### config.mk
export PLATFORM = sky130hd
export DESIGN_NAME = double_buffer_damage_tracker_core_flat
export DESIGN_NICKNAME = d
export VERILOG_FILES = /design/src/sv/dbdt_pkg.sv /design/src/sv/dbdt_in_if.sv /design/src/sv/dbdt_out_if.sv /design/src/sv/dbdt_align.sv /design/src/sv/double_buffer_damage_tracker_core.sv /design/src/flat_wrapper.sv
export SDC_FILE = /design/constraint.sdc
export NUM_CORES = 1
export LEC_CHECK = 0
export BUFFER_PORTS_ARGS = -buffer_cell sky130_fd_sc_hd__buf_4
export CORE_UTILIZATION = 55
export CTS_CLUSTER_DIAMETER = 30
export DETAILED_ROUTE_END_ITERATION = 8
export PLACE_DENSITY_LB_ADDON = 0.25
export SYNTH_ARGS = -nofsm -noshare
export SYNTH_HDL_FRONTEND = slang
export SYNTH_HIERARCHICAL = 1
export SYNTH_SLANG_ARGS = --single-unit
### constraint.sdc
create_clock -name clk_i -period 13.1 [get_ports clk_i]
set_clock_uncertainty 0.1 [all_clocks]
set_input_delay 0.655 -clock clk_i [delete_from_list [all_inputs] [get_ports clk_i]]
set_output_delay 0.655 -clock clk_i [all_outputs]
set_load 0.05 [all_outputs]
### src/sv/dbdt_pkg.sv
// Shared types, constants and the box union helper for the double-buffer damage tracker.
package dbdt_pkg;

  localparam int unsigned SCR_W = 14;
  localparam int unsigned AREA_POS_W = 13;
  localparam int unsigned APB_DATA_W = 32;
  localparam int unsigned APB_ADDR_W = 3;

  localparam logic [SCR_W-1:0] SCREEN_MAX = 14'd8192;
  localparam logic [SCR_W-1:0] SCREEN_W_RST = 14'd1920;
  localparam logic [SCR_W-1:0] SCREEN_H_RST = 14'd1080;

  localparam int unsigned COLUMN_ALIGN_DEF = 4;
  localparam int unsigned BAND_ROWS_DEF = 8;

  typedef enum logic {
    REG_SCREEN_WIDTH  = 1'b0,
    REG_SCREEN_HEIGHT = 1'b1
  } reg_idx_e;

  // Box as corner pair; vld low means empty.
  typedef struct packed {
    logic             vld;
    logic [SCR_W-1:0] x0;
    logic [SCR_W-1:0] y0;
    logic [SCR_W-1:0] x1;
    logic [SCR_W-1:0] y1;
  } box_t;

  localparam box_t BOX_EMPTY = '0;

  typedef struct packed {
    logic               buffer_select;
    logic               whole_screen;
    logic signed [15:0] rect_left;
    logic signed [15:0] rect_top;
    logic signed [15:0] rect_width;
    logic signed [15:0] rect_height;
    logic signed [15:0] shift_x;
    logic signed [15:0] shift_y;
    logic               last_rect;
  } in_item_t;

  // Bounding box of two boxes, empty operands ignored.
  function automatic box_t box_union(box_t a, box_t b);
    box_t r;
    r = a;
    if (!b.vld) begin
      r = a;
    end else if (!a.vld) begin
      r = b;
    end else begin
      r.vld = 1'b1;
      r.x0  = (a.x0 < b.x0) ? a.x0 : b.x0;
      r.y0  = (a.y0 < b.y0) ? a.y0 : b.y0;
      r.x1  = (a.x1 > b.x1) ? a.x1 : b.x1;
      r.y1  = (a.y1 > b.y1) ? a.y1 : b.y1;
    end
    return r;
  endfunction

endpackage

### src/sv/dbdt_in_if.sv
// Request channel carrying one damage rectangle item.
interface dbdt_in_if;
  logic               valid;
  logic               ready;
  logic               buffer_select;
  logic               whole_screen;
  logic signed [15:0] rect_left;
  logic signed [15:0] rect_top;
  logic signed [15:0] rect_width;
  logic signed [15:0] rect_height;
  logic signed [15:0] shift_x;
  logic signed [15:0] shift_y;
  logic               last_rect;

  modport source (
    output valid, buffer_select, whole_screen, rect_left, rect_top, rect_width,
           rect_height, shift_x, shift_y, last_rect,
    input  ready
  );
  modport sink (
    input  valid, buffer_select, whole_screen, rect_left, rect_top, rect_width,
           rect_height, shift_x, shift_y, last_rect,
    output ready
  );
endinterface

### src/sv/dbdt_out_if.sv
// Result channel carrying one refresh region.
interface dbdt_out_if;
  logic        valid;
  logic        ready;
  logic        copy_needed;
  logic [12:0] area_left;
  logic [12:0] area_top;
  logic [13:0] area_width;
  logic [13:0] area_height;

  modport source (
    output valid, copy_needed, area_left, area_top, area_width, area_height,
    input  ready
  );
  modport sink (
    input  valid, copy_needed, area_left, area_top, area_width, area_height,
    output ready
  );
endinterface

### src/sv/dbdt_align.sv
// One axis of region alignment: snap start down and end up to ALIGN, clamp to limit.
module dbdt_align #(
  parameter int unsigned ALIGN = dbdt_pkg::COLUMN_ALIGN_DEF
) (
  input  logic                      clk_i,
  input  logic                      load_i,
  input  logic [dbdt_pkg::SCR_W-1:0] lo_i,
  input  logic [dbdt_pkg::SCR_W-1:0] hi_i,
  input  logic [dbdt_pkg::SCR_W-1:0] limit_i,
  output logic [dbdt_pkg::SCR_W-1:0] pos_o,
  output logic [dbdt_pkg::SCR_W-1:0] len_o
);
  import dbdt_pkg::*;

  // floor(n / ALIGN) as (n * MULT) >> SHIFT, exact for n < 2**SCR_W
  localparam int unsigned SHIFT  = SCR_W + $clog2(ALIGN);
  localparam int unsigned MULT   = ((1 << SHIFT) + ALIGN - 1) / ALIGN;
  localparam int unsigned MULT_W = SCR_W + 2;
  localparam int unsigned PROD_W = SCR_W + MULT_W;
  localparam logic [MULT_W-1:0] MULT_L = MULT_W'(MULT);
  localparam logic [SCR_W-1:0] ALIGN_L = SCR_W'(ALIGN);

  logic [SCR_W-1:0]  hi_up;
  logic [PROD_W-1:0] prod_lo, prod_hi;
  logic [SCR_W-1:0]  q_lo_d, q_hi_d, q_lo_q, q_hi_q;
  logic [SCR_W-1:0]  start, stop, span, room;

  assign hi_up   = hi_i + (ALIGN_L - 14'd1);
  assign prod_lo = PROD_W'(lo_i) * PROD_W'(MULT_L);
  assign prod_hi = PROD_W'(hi_up) * PROD_W'(MULT_L);
  assign q_lo_d  = SCR_W'(prod_lo >> SHIFT);
  assign q_hi_d  = SCR_W'(prod_hi >> SHIFT);

  always_ff @(posedge clk_i) begin
    if (load_i) begin
      q_lo_q <= q_lo_d;
      q_hi_q <= q_hi_d;
    end
  end

  always_comb begin
    start = q_lo_q * ALIGN_L;
    stop  = q_hi_q * ALIGN_L;
    span  = stop - start;
    room  = limit_i - start;
    if (start >= limit_i) begin
      len_o = '0;
    end else begin
      len_o = (span < room) ? span : room;
    end
    pos_o = start;
  end

endmodule

### src/sv/double_buffer_damage_tracker_core.sv
// Top level of the double-buffer damage tracker.
// Accepts one damage rectangle request per cycle unless a frame-ending one waits for room.
// A request that neither ends a frame (last_rect) nor covers the whole screen only grows
// the running damage box and gives no result; a frame-ending request gives exactly one
// refresh region through the state update, reciprocal divide and align-and-clamp into the
// result register, one result per cycle sustained while the sink keeps ready high. The
// per-request rate is set by the clip-and-union step, which reads and writes the damage,
// pending and full-mark state in the same cycle. Regions are snapped to COLUMN_ALIGN-pixel
// columns and BAND_ROWS-row bands and clamped to the screen; an empty region comes out with
// copy_needed low and all area fields zero. screen_width (address 0) and screen_height
// (address 4) saturate at 8192 and should be written only while no request is in flight.
module double_buffer_damage_tracker_core #(
  parameter int unsigned COLUMN_ALIGN = dbdt_pkg::COLUMN_ALIGN_DEF,
  parameter int unsigned BAND_ROWS    = dbdt_pkg::BAND_ROWS_DEF
) (
  input  logic                            clk_i,
  input  logic                            rst_ni,
  dbdt_in_if.sink                         in_i,
  dbdt_out_if.source                      out_o,
  input  logic                            psel,
  input  logic                            penable,
  input  logic                            pwrite,
  input  logic [dbdt_pkg::APB_ADDR_W-1:0] paddr,
  input  logic [dbdt_pkg::APB_DATA_W-1:0] pwdata,
  output logic [dbdt_pkg::APB_DATA_W-1:0] prdata,
  output logic                            pready
);
  import dbdt_pkg::*;

  // ---------------- configuration ----------------
  logic [SCR_W-1:0] scr_w_q, scr_h_q, wval;
  reg_idx_e         widx;
  logic             cfg_wr;

  assign pready = 1'b1;
  assign cfg_wr = psel && penable && pwrite;
  assign widx   = reg_idx_e'(paddr[2]);
  assign wval   = (pwdata[SCR_W-1:0] > SCREEN_MAX) ? SCREEN_MAX : pwdata[SCR_W-1:0];

  always_ff @(posedge clk_i or negedge rst_ni) begin
    if (!rst_ni) begin
      scr_w_q <= SCREEN_W_RST;
      scr_h_q <= SCREEN_H_RST;
    end else if (cfg_wr) begin
      unique case (widx)
        REG_SCREEN_WIDTH:  scr_w_q <= wval;
        REG_SCREEN_HEIGHT: scr_h_q <= wval;
        default: ;
      endcase
    end
  end

  always_comb begin
    unique case (widx)
      REG_SCREEN_WIDTH:  prdata = APB_DATA_W'(scr_w_q);
      REG_SCREEN_HEIGHT: prdata = APB_DATA_W'(scr_h_q);
      default:           prdata = '0;
    endcase
  end

  // ---------------- pipeline control ----------------
  logic     s1_vld_q, s2_vld_q, s3_vld_q, out_vld_q;
  logic     s1_end, s1_go, s2_rdy, s3_rdy, out_rdy;
  in_item_t item_q;

  assign out_rdy  = !out_vld_q || out_o.ready;
  assign s3_rdy   = !s3_vld_q || out_rdy;
  assign s2_rdy   = !s2_vld_q || s3_rdy;
  assign s1_end   = item_q.whole_screen || item_q.last_rect;
  // non-ending requests retire here and never need room downstream
  assign s1_go    = s1_vld_q && (!s1_end || s2_rdy);
  assign in_i.ready = !s1_vld_q || s1_go;

  always_ff @(posedge clk_i or negedge rst_ni) begin
    if (!rst_ni) begin
      s1_vld_q  <= 1'b0;
      s2_vld_q  <= 1'b0;
      s3_vld_q  <= 1'b0;
      out_vld_q <= 1'b0;
    end else begin
      if (in_i.ready) s1_vld_q  <= in_i.valid;
      if (s2_rdy)     s2_vld_q  <= s1_go && s1_end;
      if (s3_rdy)     s3_vld_q  <= s2_vld_q;
      if (out_rdy)    out_vld_q <= s3_vld_q;
    end
  end

  always_ff @(posedge clk_i) begin
    if (in_i.valid && in_i.ready) begin
      item_q.buffer_select <= in_i.buffer_select;
      item_q.whole_screen  <= in_i.whole_screen;
      item_q.rect_left     <= in_i.rect_left;
      item_q.rect_top      <= in_i.rect_top;
      item_q.rect_width    <= in_i.rect_width;
      item_q.rect_height   <= in_i.rect_height;
      item_q.shift_x       <= in_i.shift_x;
      item_q.shift_y       <= in_i.shift_y;
      item_q.last_rect     <= in_i.last_rect;
    end
  end

  // ---------------- clip, union and buffer state ----------------
  logic signed [16:0] rx, ry;
  logic signed [17:0] rx_end, ry_end, cx0, cy0, cx1, cy1, sw_s, sh_s;
  box_t               clip_box, screen, acc, damage, area;
  box_t               dmg_q, dmg_d;
  box_t               pend_q [2];
  box_t               pend_d [2];
  logic [1:0]         full_q, full_d;
  logic               sel;

  assign sel  = item_q.buffer_select;
  assign sw_s = $signed({4'b0, scr_w_q});
  assign sh_s = $signed({4'b0, scr_h_q});

  always_comb begin
    rx     = 17'(item_q.rect_left) + 17'(item_q.shift_x);
    ry     = 17'(item_q.rect_top) + 17'(item_q.shift_y);
    rx_end = 18'(rx) + 18'(item_q.rect_width);
    ry_end = 18'(ry) + 18'(item_q.rect_height);
    cx0    = (rx < 0) ? 18'sd0 : 18'(rx);
    cy0    = (ry < 0) ? 18'sd0 : 18'(ry);
    cx1    = (rx_end < sw_s) ? rx_end : sw_s;
    cy1    = (ry_end < sh_s) ? ry_end : sh_s;
    // a non-positive size or an empty screen already fails these compares
    clip_box.vld = (cx1 > cx0) && (cy1 > cy0);
    clip_box.x0  = cx0[SCR_W-1:0];
    clip_box.y0  = cy0[SCR_W-1:0];
    clip_box.x1  = cx1[SCR_W-1:0];
    clip_box.y1  = cy1[SCR_W-1:0];

    screen.vld = (scr_w_q != '0) && (scr_h_q != '0);
    screen.x0  = '0;
    screen.y0  = '0;
    screen.x1  = scr_w_q;
    screen.y1  = scr_h_q;

    acc    = box_union(dmg_q, clip_box);
    damage = item_q.whole_screen ? screen : acc;
    area   = full_q[sel] ? screen : box_union(pend_q[sel], damage);

    dmg_d  = dmg_q;
    pend_d = pend_q;
    full_d = full_q;
    if (s1_go) begin
      if (s1_end) begin
        dmg_d        = BOX_EMPTY;
        full_d[sel]  = 1'b0;
        pend_d[sel]  = BOX_EMPTY;
        pend_d[!sel] = box_union(pend_q[!sel], damage);
      end else begin
        dmg_d = acc;
      end
    end
  end

  always_ff @(posedge clk_i or negedge rst_ni) begin
    if (!rst_ni) begin
      dmg_q     <= BOX_EMPTY;
      pend_q[0] <= BOX_EMPTY;
      pend_q[1] <= BOX_EMPTY;
      full_q    <= 2'b11;
    end else begin
      dmg_q     <= dmg_d;
      pend_q[0] <= pend_d[0];
      pend_q[1] <= pend_d[1];
      full_q    <= full_d;
    end
  end

  // ---------------- alignment ----------------
  box_t             area_q;
  logic             area_vld_q;
  logic [SCR_W-1:0] xpos, xlen, ypos, ylen;
  logic             copy;

  always_ff @(posedge clk_i) begin
    if (s2_rdy && s1_go && s1_end) area_q <= area;
    if (s3_rdy && s2_vld_q)        area_vld_q <= area_q.vld;
  end

  dbdt_align #(.ALIGN(COLUMN_ALIGN)) u_align_x (
    .clk_i   (clk_i),
    .load_i  (s3_rdy && s2_vld_q),
    .lo_i    (area_q.x0),
    .hi_i    (area_q.x1),
    .limit_i (scr_w_q),
    .pos_o   (xpos),
    .len_o   (xlen)
  );

  dbdt_align #(.ALIGN(BAND_ROWS)) u_align_y (
    .clk_i   (clk_i),
    .load_i  (s3_rdy && s2_vld_q),
    .lo_i    (area_q.y0),
    .hi_i    (area_q.y1),
    .limit_i (scr_h_q),
    .pos_o   (ypos),
    .len_o   (ylen)
  );

  assign copy = area_vld_q && (xlen != '0) && (ylen != '0);

  // ---------------- result register ----------------
  logic                  copy_q;
  logic [AREA_POS_W-1:0] left_q, top_q;
  logic [SCR_W-1:0]      width_q, height_q;

  always_ff @(posedge clk_i) begin
    if (out_rdy && s3_vld_q) begin
      copy_q   <= copy;
      left_q   <= copy ? xpos[AREA_POS_W-1:0] : '0;
      top_q    <= copy ? ypos[AREA_POS_W-1:0] : '0;
      width_q  <= copy ? xlen : '0;
      height_q <= copy ? ylen : '0;
    end
  end

  assign out_o.valid       = out_vld_q;
  assign out_o.copy_needed = copy_q;
  assign out_o.area_left   = left_q;
  assign out_o.area_top    = top_q;
  assign out_o.area_width  = width_q;
  assign out_o.area_height = height_q;

`ifndef SYNTHESIS
  a_empty_zero: assert property (@(posedge clk_i) disable iff (!rst_ni)
    out_o.valid && !out_o.copy_needed |->
      out_o.area_left == '0 && out_o.area_top == '0 &&
      out_o.area_width == '0 && out_o.area_height == '0)
    else $error("empty region with nonzero area fields");

  a_screen_max: assert property (@(posedge clk_i) disable iff (!rst_ni)
    scr_w_q <= SCREEN_MAX && scr_h_q <= SCREEN_MAX)
    else $error("screen register above maximum");

  a_frame_clears: assert property (@(posedge clk_i) disable iff (!rst_ni)
    s1_go && s1_end |=> !full_q[$past(sel)] && !pend_q[$past(sel)].vld && !dmg_q.vld)
    else $error("frame end did not clear buffer state");

  a_result_source: assert property (@(posedge clk_i) disable iff (!rst_ni)
    $rose(s2_vld_q) |-> $past(s1_go && s1_end))
    else $error("region stage loaded without a frame-ending request");
`endif

endmodule
### src/flat_wrapper.sv
// flat-port wrapper written by rule: the top's interface ports become plain ports
module double_buffer_damage_tracker_core_flat import dbdt_pkg::*;
#(
  parameter int unsigned COLUMN_ALIGN = dbdt_pkg::COLUMN_ALIGN_DEF,
  parameter int unsigned BAND_ROWS    = dbdt_pkg::BAND_ROWS_DEF
)
  (clk_i, rst_ni, psel, penable, pwrite, paddr, pwdata, prdata, pready, in_i_valid, in_i_buffer_select, in_i_whole_screen, in_i_rect_left, in_i_rect_top, in_i_rect_width, in_i_rect_height, in_i_shift_x, in_i_shift_y, in_i_last_rect, in_i_ready, out_o_valid, out_o_copy_needed, out_o_area_left, out_o_area_top, out_o_area_width, out_o_area_height, out_o_ready);
  dbdt_in_if in_i_i ();
  dbdt_out_if out_o_i ();
  input  logic clk_i;
  input  logic rst_ni;
  input  logic psel;
  input  logic penable;
  input  logic pwrite;
  input  logic [dbdt_pkg::APB_ADDR_W-1:0] paddr;
  input  logic [dbdt_pkg::APB_DATA_W-1:0] pwdata;
  output logic [dbdt_pkg::APB_DATA_W-1:0] prdata;
  output logic pready;
  input wire logic [$bits(in_i_i.valid)-1:0] in_i_valid;
  input wire logic [$bits(in_i_i.buffer_select)-1:0] in_i_buffer_select;
  input wire logic [$bits(in_i_i.whole_screen)-1:0] in_i_whole_screen;
  input wire logic [$bits(in_i_i.rect_left)-1:0] in_i_rect_left;
  input wire logic [$bits(in_i_i.rect_top)-1:0] in_i_rect_top;
  input wire logic [$bits(in_i_i.rect_width)-1:0] in_i_rect_width;
  input wire logic [$bits(in_i_i.rect_height)-1:0] in_i_rect_height;
  input wire logic [$bits(in_i_i.shift_x)-1:0] in_i_shift_x;
  input wire logic [$bits(in_i_i.shift_y)-1:0] in_i_shift_y;
  input wire logic [$bits(in_i_i.last_rect)-1:0] in_i_last_rect;
  output wire logic [$bits(in_i_i.ready)-1:0] in_i_ready;
  output wire logic [$bits(out_o_i.valid)-1:0] out_o_valid;
  output wire logic [$bits(out_o_i.copy_needed)-1:0] out_o_copy_needed;
  output wire logic [$bits(out_o_i.area_left)-1:0] out_o_area_left;
  output wire logic [$bits(out_o_i.area_top)-1:0] out_o_area_top;
  output wire logic [$bits(out_o_i.area_width)-1:0] out_o_area_width;
  output wire logic [$bits(out_o_i.area_height)-1:0] out_o_area_height;
  input wire logic [$bits(out_o_i.ready)-1:0] out_o_ready;
  assign in_i_i.valid = in_i_valid;
  assign in_i_i.buffer_select = in_i_buffer_select;
  assign in_i_i.whole_screen = in_i_whole_screen;
  assign in_i_i.rect_left = in_i_rect_left;
  assign in_i_i.rect_top = in_i_rect_top;
  assign in_i_i.rect_width = in_i_rect_width;
  assign in_i_i.rect_height = in_i_rect_height;
  assign in_i_i.shift_x = in_i_shift_x;
  assign in_i_i.shift_y = in_i_shift_y;
  assign in_i_i.last_rect = in_i_last_rect;
  assign in_i_ready = in_i_i.ready;
  assign out_o_valid = out_o_i.valid;
  assign out_o_copy_needed = out_o_i.copy_needed;
  assign out_o_area_left = out_o_i.area_left;
  assign out_o_area_top = out_o_i.area_top;
  assign out_o_area_width = out_o_i.area_width;
  assign out_o_area_height = out_o_i.area_height;
  assign out_o_i.ready = out_o_ready;
  double_buffer_damage_tracker_core #(.COLUMN_ALIGN(COLUMN_ALIGN), .BAND_ROWS(BAND_ROWS)) u_core (.clk_i(clk_i), .rst_ni(rst_ni), .in_i(in_i_i), .out_o(out_o_i), .psel(psel), .penable(penable), .pwrite(pwrite), .paddr(paddr), .pwdata(pwdata), .prdata(prdata), .pready(pready));
endmodule
==> results of run 1 <==
## state kept, by name (all words and copies together) (netlist names), 2 cells and up
name,flops
u_core/scr_w_q,14
u_core/scr_h_q,14
u_core/item_q,98
u_core/pend_q,114
u_core/out_o.area_top,13
u_core/out_o.area_height,14
u_core/out_o.area_left,13
u_core/area_q,52
u_core/out_o.area_width,14
u_core/u_align_y/q_lo_q,11
u_core/u_align_x/q_lo_q,12
u_core/full_q,2
u_core/dmg_q,57
u_core/u_align_y/q_hi_q,11
u_core/u_align_x/q_hi_q,12
## how the worst max path moves through the flow
stage                                  from           endpoint
after global routing      u_core/item_q[17]   u_core/pend_q[6]
after global placement    u_core/item_q[17]  u_core/pend_q[11]
final                      u_core/item_q[1]  u_core/area_q[55]
after CTS                 u_core/item_q[17]   u_core/pend_q[6]
after detailed placement  u_core/item_q[17]  u_core/pend_q[12]
after floorplan            u_core/item_q[2]  u_core/pend_q[10]
## layout make-up
class / instances / share of cell area [%]
multi-input combinational: 2747 / 49.8
sequential: 458 / 32.1
timing repair buffer: 264 / 5.00
clock buffer: 114 / 6.58
clock inverter: 71 / 1.99
inverter: 222 / 2.10
tap: 782 / 2.46
## worst register-to-register path: cells and delay by family, from the launching register on
kind / cells / cell delay, ns
compound gates: 18 / 4.79
xor+xnor: 2 / 0.45
fa+ha+maj: 7 / 2.46
buf+inv: 4 / 0.87
flops: 1 / 0.33
mux: 3 / 1.10
simple gates: 9 / 1.77
## report_power, final
group / switching, mW / total, mW / internal [mW]
combinational: 3.39 / 5.37 / 1.98
clock: 0.848 / 2.51 / 1.66
sequential: 0.234 / 2.17 / 1.94
total: 4.47 / 10.0 / 5.57
## metrics by stage
stage / power, mW / setup slack, ns / util (%) / std cells
after floorplan: 6.04 / 2.30 / - / 3603
after global placement: 7.32 / 0.987 / 59.7 / 4473
after detailed placement: 7.40 / 0.779 / 59.7 / 4473
after CTS: 9.97 / 0.686 / 65.3 / 4658
after global routing: 10.7 / 0.00769 / 65.4 / 4658
final: 10.0 / 0.925 / 65.4 / 4658
## per-layer routing
metal,vias to the layer above,GRT usage [%]
li1,13700,-
met1,13700,41.8
met2,1327,46.0
met3,207,7.14
met4,2,11.2
met5,-,0
==> flow_metrics.py, run 1 <==
metrics = {
    "outcome": {
        "status": "finished, violations left",
        "violations": "negative hold slack",
    },
    "worst_setup_path": {
        "slowest_delay_ns": 0.74,
        "cpMostUsedCell": "ha_1",
        "startpoint_type": "flop",
        "path_depth": 43,
        "critPathBufInv": 4,
        "critPathRequiredTime_ns": 13.34,
        "worst_path_max_delay_cell": "ha_1",
        "crit_type": "flop to flop",
        "rrSetupSlack_ns": 0.93,
        "worstPathMaxFanout": 19,
        "worstRegToRegCells": 43,
        "reg2reg_from": "u_core/item_q[1]",
        "crit_family": "compound AO/OA/AOI/OAI gates",
        "worstReg2RegEnd": "u_core/area_q[55]",
        "end_kind": "flop",
        "crit_arrival_ns": 12.41,
    },
    "logic_synthesis": {
        "syn_area_um2": 34000,
        "netlist_instances": 3583,
        "post_synth.cell_area_avg_um2": 9.50,
        "ys_warn_count": 6,
    },
    "route": {
        "drc": 0,
        "drt-met1-wl_um": 41500,
        "dr.max_layer_used": "met5",
        "vias_per_cell": 6.20,
        "num_vias": 28900,
        "antenna_left": 0,
        "drt_iter0_markers": 2766,
        "wl_met3_um": 9530,
        "dr.pass1.iters": 8,
        "routed_wl_um": 95700,
        "dr_wl_met2_um": 41500,
        "wire_per_inst_um": 20.5,
    },
    "placement": {
        "gp_congestion": 0.978,
        "dp_hpwl_um": 70100,
        "io_buffers": 191,
        "place_area_um2": 36300,
    },
    "sta": {
        "tightest_slew_ns": 1.14,
        "period_needed_ns": 12.17,
        "setup_viol": 0,
        "maxSlewHeadroom_pct": 23.8,
        "finalHoldViolCount": 1,
        "holdWs_ns": -0.0114,
        "setup_tns_ns": 0,
        "drv_slew": 0,
        "fin_crit_sh_pct": 92.9,
        "rsz0062_at_grt": "no",
        "max_freq_ghz": 0.0821,
    },
    "floorplan": {
        "start_util_pct": 56.0,
        "die-area_um2": 62900,
        "fp.dieH_um": 251,
        "die_w_um": 251,
        "fp-row-count": 90,
        "pin_count": 231,
        "core_um2": 60800,
    },
    "clock_tree": {
        "clk_latency_ns": 0.65,
        "cts_buffer_depth": 3,
        "htreeDepth": 3,
        "cts.repair.resized": 0,
        "clkTransAtPathRegs_ns": 0.05,
        "tritoncts": "built",
        "cts_made_buffers": 100,
        "cts_root_buf": "clkbuf_16",
        "postCtsSetupBuffers": 0,
        "cts_hold_buf": 0,
        "cts_sinks": 458,
    },
    "finish": {
        "fin_area_um2": 39700,
        "fillerInstances": 4908,
        "final_common_cell": "nand2_1",
        "mostFrequentLayoutCells": "nand2_1, ha_1, buf_4",
        "fin_nets": 4281,
        "diodes": 0,
        "final_layout_size_suffix_gt1_share_pct": 16.9,
        "area_growth_pct": 16.7,
        "multi_input_area_um2": 19800,
        "regArea_um2": 12700,
    },
    "pwr": {
        "p_leak_nw": 17.6,
        "pwr_density_cell_nw_per_um2": 253,
        "vdd_drop_max_v": 0.000144,
    },
    "flow_run": {
        "drv_cap": 0,
    },
    "global_routing": {
        "track_usage_pct": 30.2,
        "grt-ovfl-total": 0,
        "grt_max_degree": 91,
        "grt_pass1_vias": 27300,
        "antenna_found_initial": 1,
        "grt_first_pass_wirelength_um": 150000,
    },
    "hold_path": {
        "worstHoldPathType": "input port to async pin",
    },
}
(Power assumes the default switching activity.)
==> inputs of run 2 (changes only) <==
--- a/config.mk
+++ b/config.mk
@@ -6,7 +6,9 @@
 export NUM_CORES = 1
 export LEC_CHECK = 0
 export BUFFER_PORTS_ARGS = -buffer_cell sky130_fd_sc_hd__buf_4
-export CORE_UTILIZATION = 55
+export CELL_PAD_IN_SITES_DETAIL_PLACEMENT = 1
+export CELL_PAD_IN_SITES_GLOBAL_PLACEMENT = 1
+export CORE_UTILIZATION = 49
 export CTS_CLUSTER_DIAMETER = 30
 export DETAILED_ROUTE_END_ITERATION = 8
 export PLACE_DENSITY_LB_ADDON = 0.25
==> run 2 against run 1 <==
Net effect:
- clock power is 10% higher
- die area is 12% higher
- critical path type unchanged
- the run now ends clean
- first-iteration DRC count is 30% lower
- global-route usage is 1.8 points higher
==> flow_metrics.py, run 2 (synthesized netlist as in run 1, its figures left out) <==
metrics = {
    "outcome": {
        "status": "finished clean",
    },
    "finish": {
        "regArea_um2": 12700,
        "mostFrequentLayoutCells": "nand2_1, ha_1, buf_4",
        "final_core_util_pct": 58.6,
        "area_growth_pct": 18.3,
        "final_common_cell": "nand2_1",
        "fin_nets": 4288,
        "largest_reg_flops": 114,
        "top_regs": "u_core/pend_q x114, u_core/item_q x98, u_core/dmg_q x57",
        "largest-register": "u_core/pend_q",
        "fin_cells": 4826,
        "fillerInstances": 7677,
        "final_layout_size_suffix_gt1_share_pct": 17.2,
        "multi_input_area_um2": 19800,
        "fin_area_um2": 40300,
        "diodes": 0,
    },
    "worst_setup_path": {
        "end_kind": "flop",
        "rrSetupSlack_ns": 0.67,
        "slowest_delay_ns": 0.66,
        "crit_type": "flop to flop",
        "reg2reg_from": "u_core/item_q[81]",
        "crit_end": "u_core/pend_q[6]",
        "worstPathMaxFanout": 28,
        "worstRegToRegCells": 46,
        "crit_arrival_ns": 12.82,
        "worstReg2RegEnd": "u_core/pend_q[6]",
        "critPathRequiredTime_ns": 13.49,
        "startpoint_type": "flop",
        "worst_path_max_delay_cell": "ha_2",
        "crit_path_start": "u_core/item_q[81]",
    },
    "route": {
        "drc": 0,
        "wire_per_inst_um": 23.4,
        "vias_per_cell": 6.18,
        "routed_wl_um": 113000,
        "dr.pass1.iters": 5,
        "antenna_left": 0,
        "drt_iter0_markers": 1946,
        "num_vias": 29800,
    },
    "sta": {
        "tightest_slew_ns": 1.12,
        "setup_tns_ns": 0,
        "rsz0062_at_grt": "no",
        "maxSlewHeadroom_pct": 24.8,
        "drv_slew": 0,
        "period_needed_ns": 12.43,
        "finalHoldViolCount": 0,
        "fin_crit_sh_pct": 94.9,
        "setup_viol": 0,
        "max_freq_ghz": 0.0804,
    },
    "global_routing": {
        "grt-ovfl-total": 0,
        "grt_pass1_vias": 31100,
        "grt_first_pass_wirelength_um": 177000,
        "track_usage_pct": 32.0,
        "antenna_found_initial": 3,
        "grt_max_degree": 113,
    },
    "pwr": {
        "p_total_mw": 10.5,
        "vdd_drop_max_v": 0.000170,
        "pwr_density_cell_nw_per_um2": 262,
        "p_leak_nw": 17.8,
    },
    "placement": {
        "io_buffers": 191,
        "gp_congestion": 0.946,
        "placed_cells": 4621,
        "dp_hpwl_um": 80900,
        "place_area_um2": 36500,
    },
    "hold_path": {
        "worstHoldStart": "in_i_rect_height[12]",
        "worstHoldPathType": "input port to flop",
    },
    "clock_tree": {
        "clkTransAtPathRegs_ns": 0.05,
        "cts_made_buffers": 107,
        "cts_buffer_depth": 3,
        "htreeDepth": 3,
        "clk_latency_ns": 0.67,
        "tritoncts": "built",
        "cts_sinks": 458,
        "cts_root_buf": "clkbuf_16",
    },
    "floorplan": {
        "fp.dieH_um": 266,
        "fp-row-count": 96,
        "die_w_um": 266,
        "pin_count": 231,
        "start_util_pct": 49.6,
        "core_um2": 68700,
        "die-area_um2": 70500,
    },
    "flow_run": {
        "drv_cap": 0,
    },
}
[run 2: changes by cell type in the layout (fill, tap and decap cells not counted), sizes merged]
cell,previous run,this run
buf,263,262
bufinv,11,15
clkbuf,115,123
clkinv,35,40
clkinvlp,14,9
dlygate4sd3,0,1
inv,233,240
[run 2: worst max-delay path: cells and delay by family, from the launching register on]
family	cells	cell delay, ns
muxes	1	0.43
DFF	1	0.33
adders and majority gates	7	2.49
AOI/OAI and AO/OA	20	4.71
and+or+nand+nor	13	3.17
buffers and inverters	3	0.58
xor gates and xnor gates	2	0.38
[run 2: routing by layer]
metal / global-route usage [%] / share of wire, %
met5: 0 / 0.027
met1: 41.7 / 42
met3: 6.07 / 7.7
met4: 11.4 / 3.0
met2: 53.0 / 47
[run 2: report_power, final]
part,switching (mW),internal (mW)
sequential,0.260,1.94
combinational,3.60,1.99
clock,0.917,1.85
[run 2: timing repair]
| action | in CTS | in global routing |
|---|---|---|
| hold buffers | 1 | 0 |
| buffers inserted | 0 | 0 |
| setup endpoints to repair | 0 | 156 |
| endpoints found under the hold margin | 27 | 0 |
| resized for setup | 0 | 5 |
[run 2: how the worst min path moves through the flow]
stage                                       endpoint  cells past startpoint  slack [ns]
after CTS                          u_core/item_q[92]                      1        0.03
after floorplan                      u_core/dmg_q[0]                      0        0.26
final                              u_core/item_q[45]                      1        0.07
after detailed placement  u_core/u_align_y/q_lo_q[4]                      0        0.31
after global placement    u_core/u_align_x/q_lo_q[4]                      0        0.30
after global routing               u_core/item_q[92]                      1        0.05
[run 2: cell type report]
type	count	share of cell area, %
sequential	458	31.6
clock inverter	82	2.34
multi-input combinational	2747	49.1
clock buffer	122	6.99
inverter	222	2.07
tap	931	2.89
timing repair buffer	264	4.97
[run 2: metrics by stage]
stage,hold WS (ns),setup slack [ns]
after floorplan,0.259,2.30
after global placement,0.302,0.808
after detailed placement,0.308,0.600
after CTS,0.0330,0.421
after global routing,0.0536,0.00109
final,0.0700,0.667
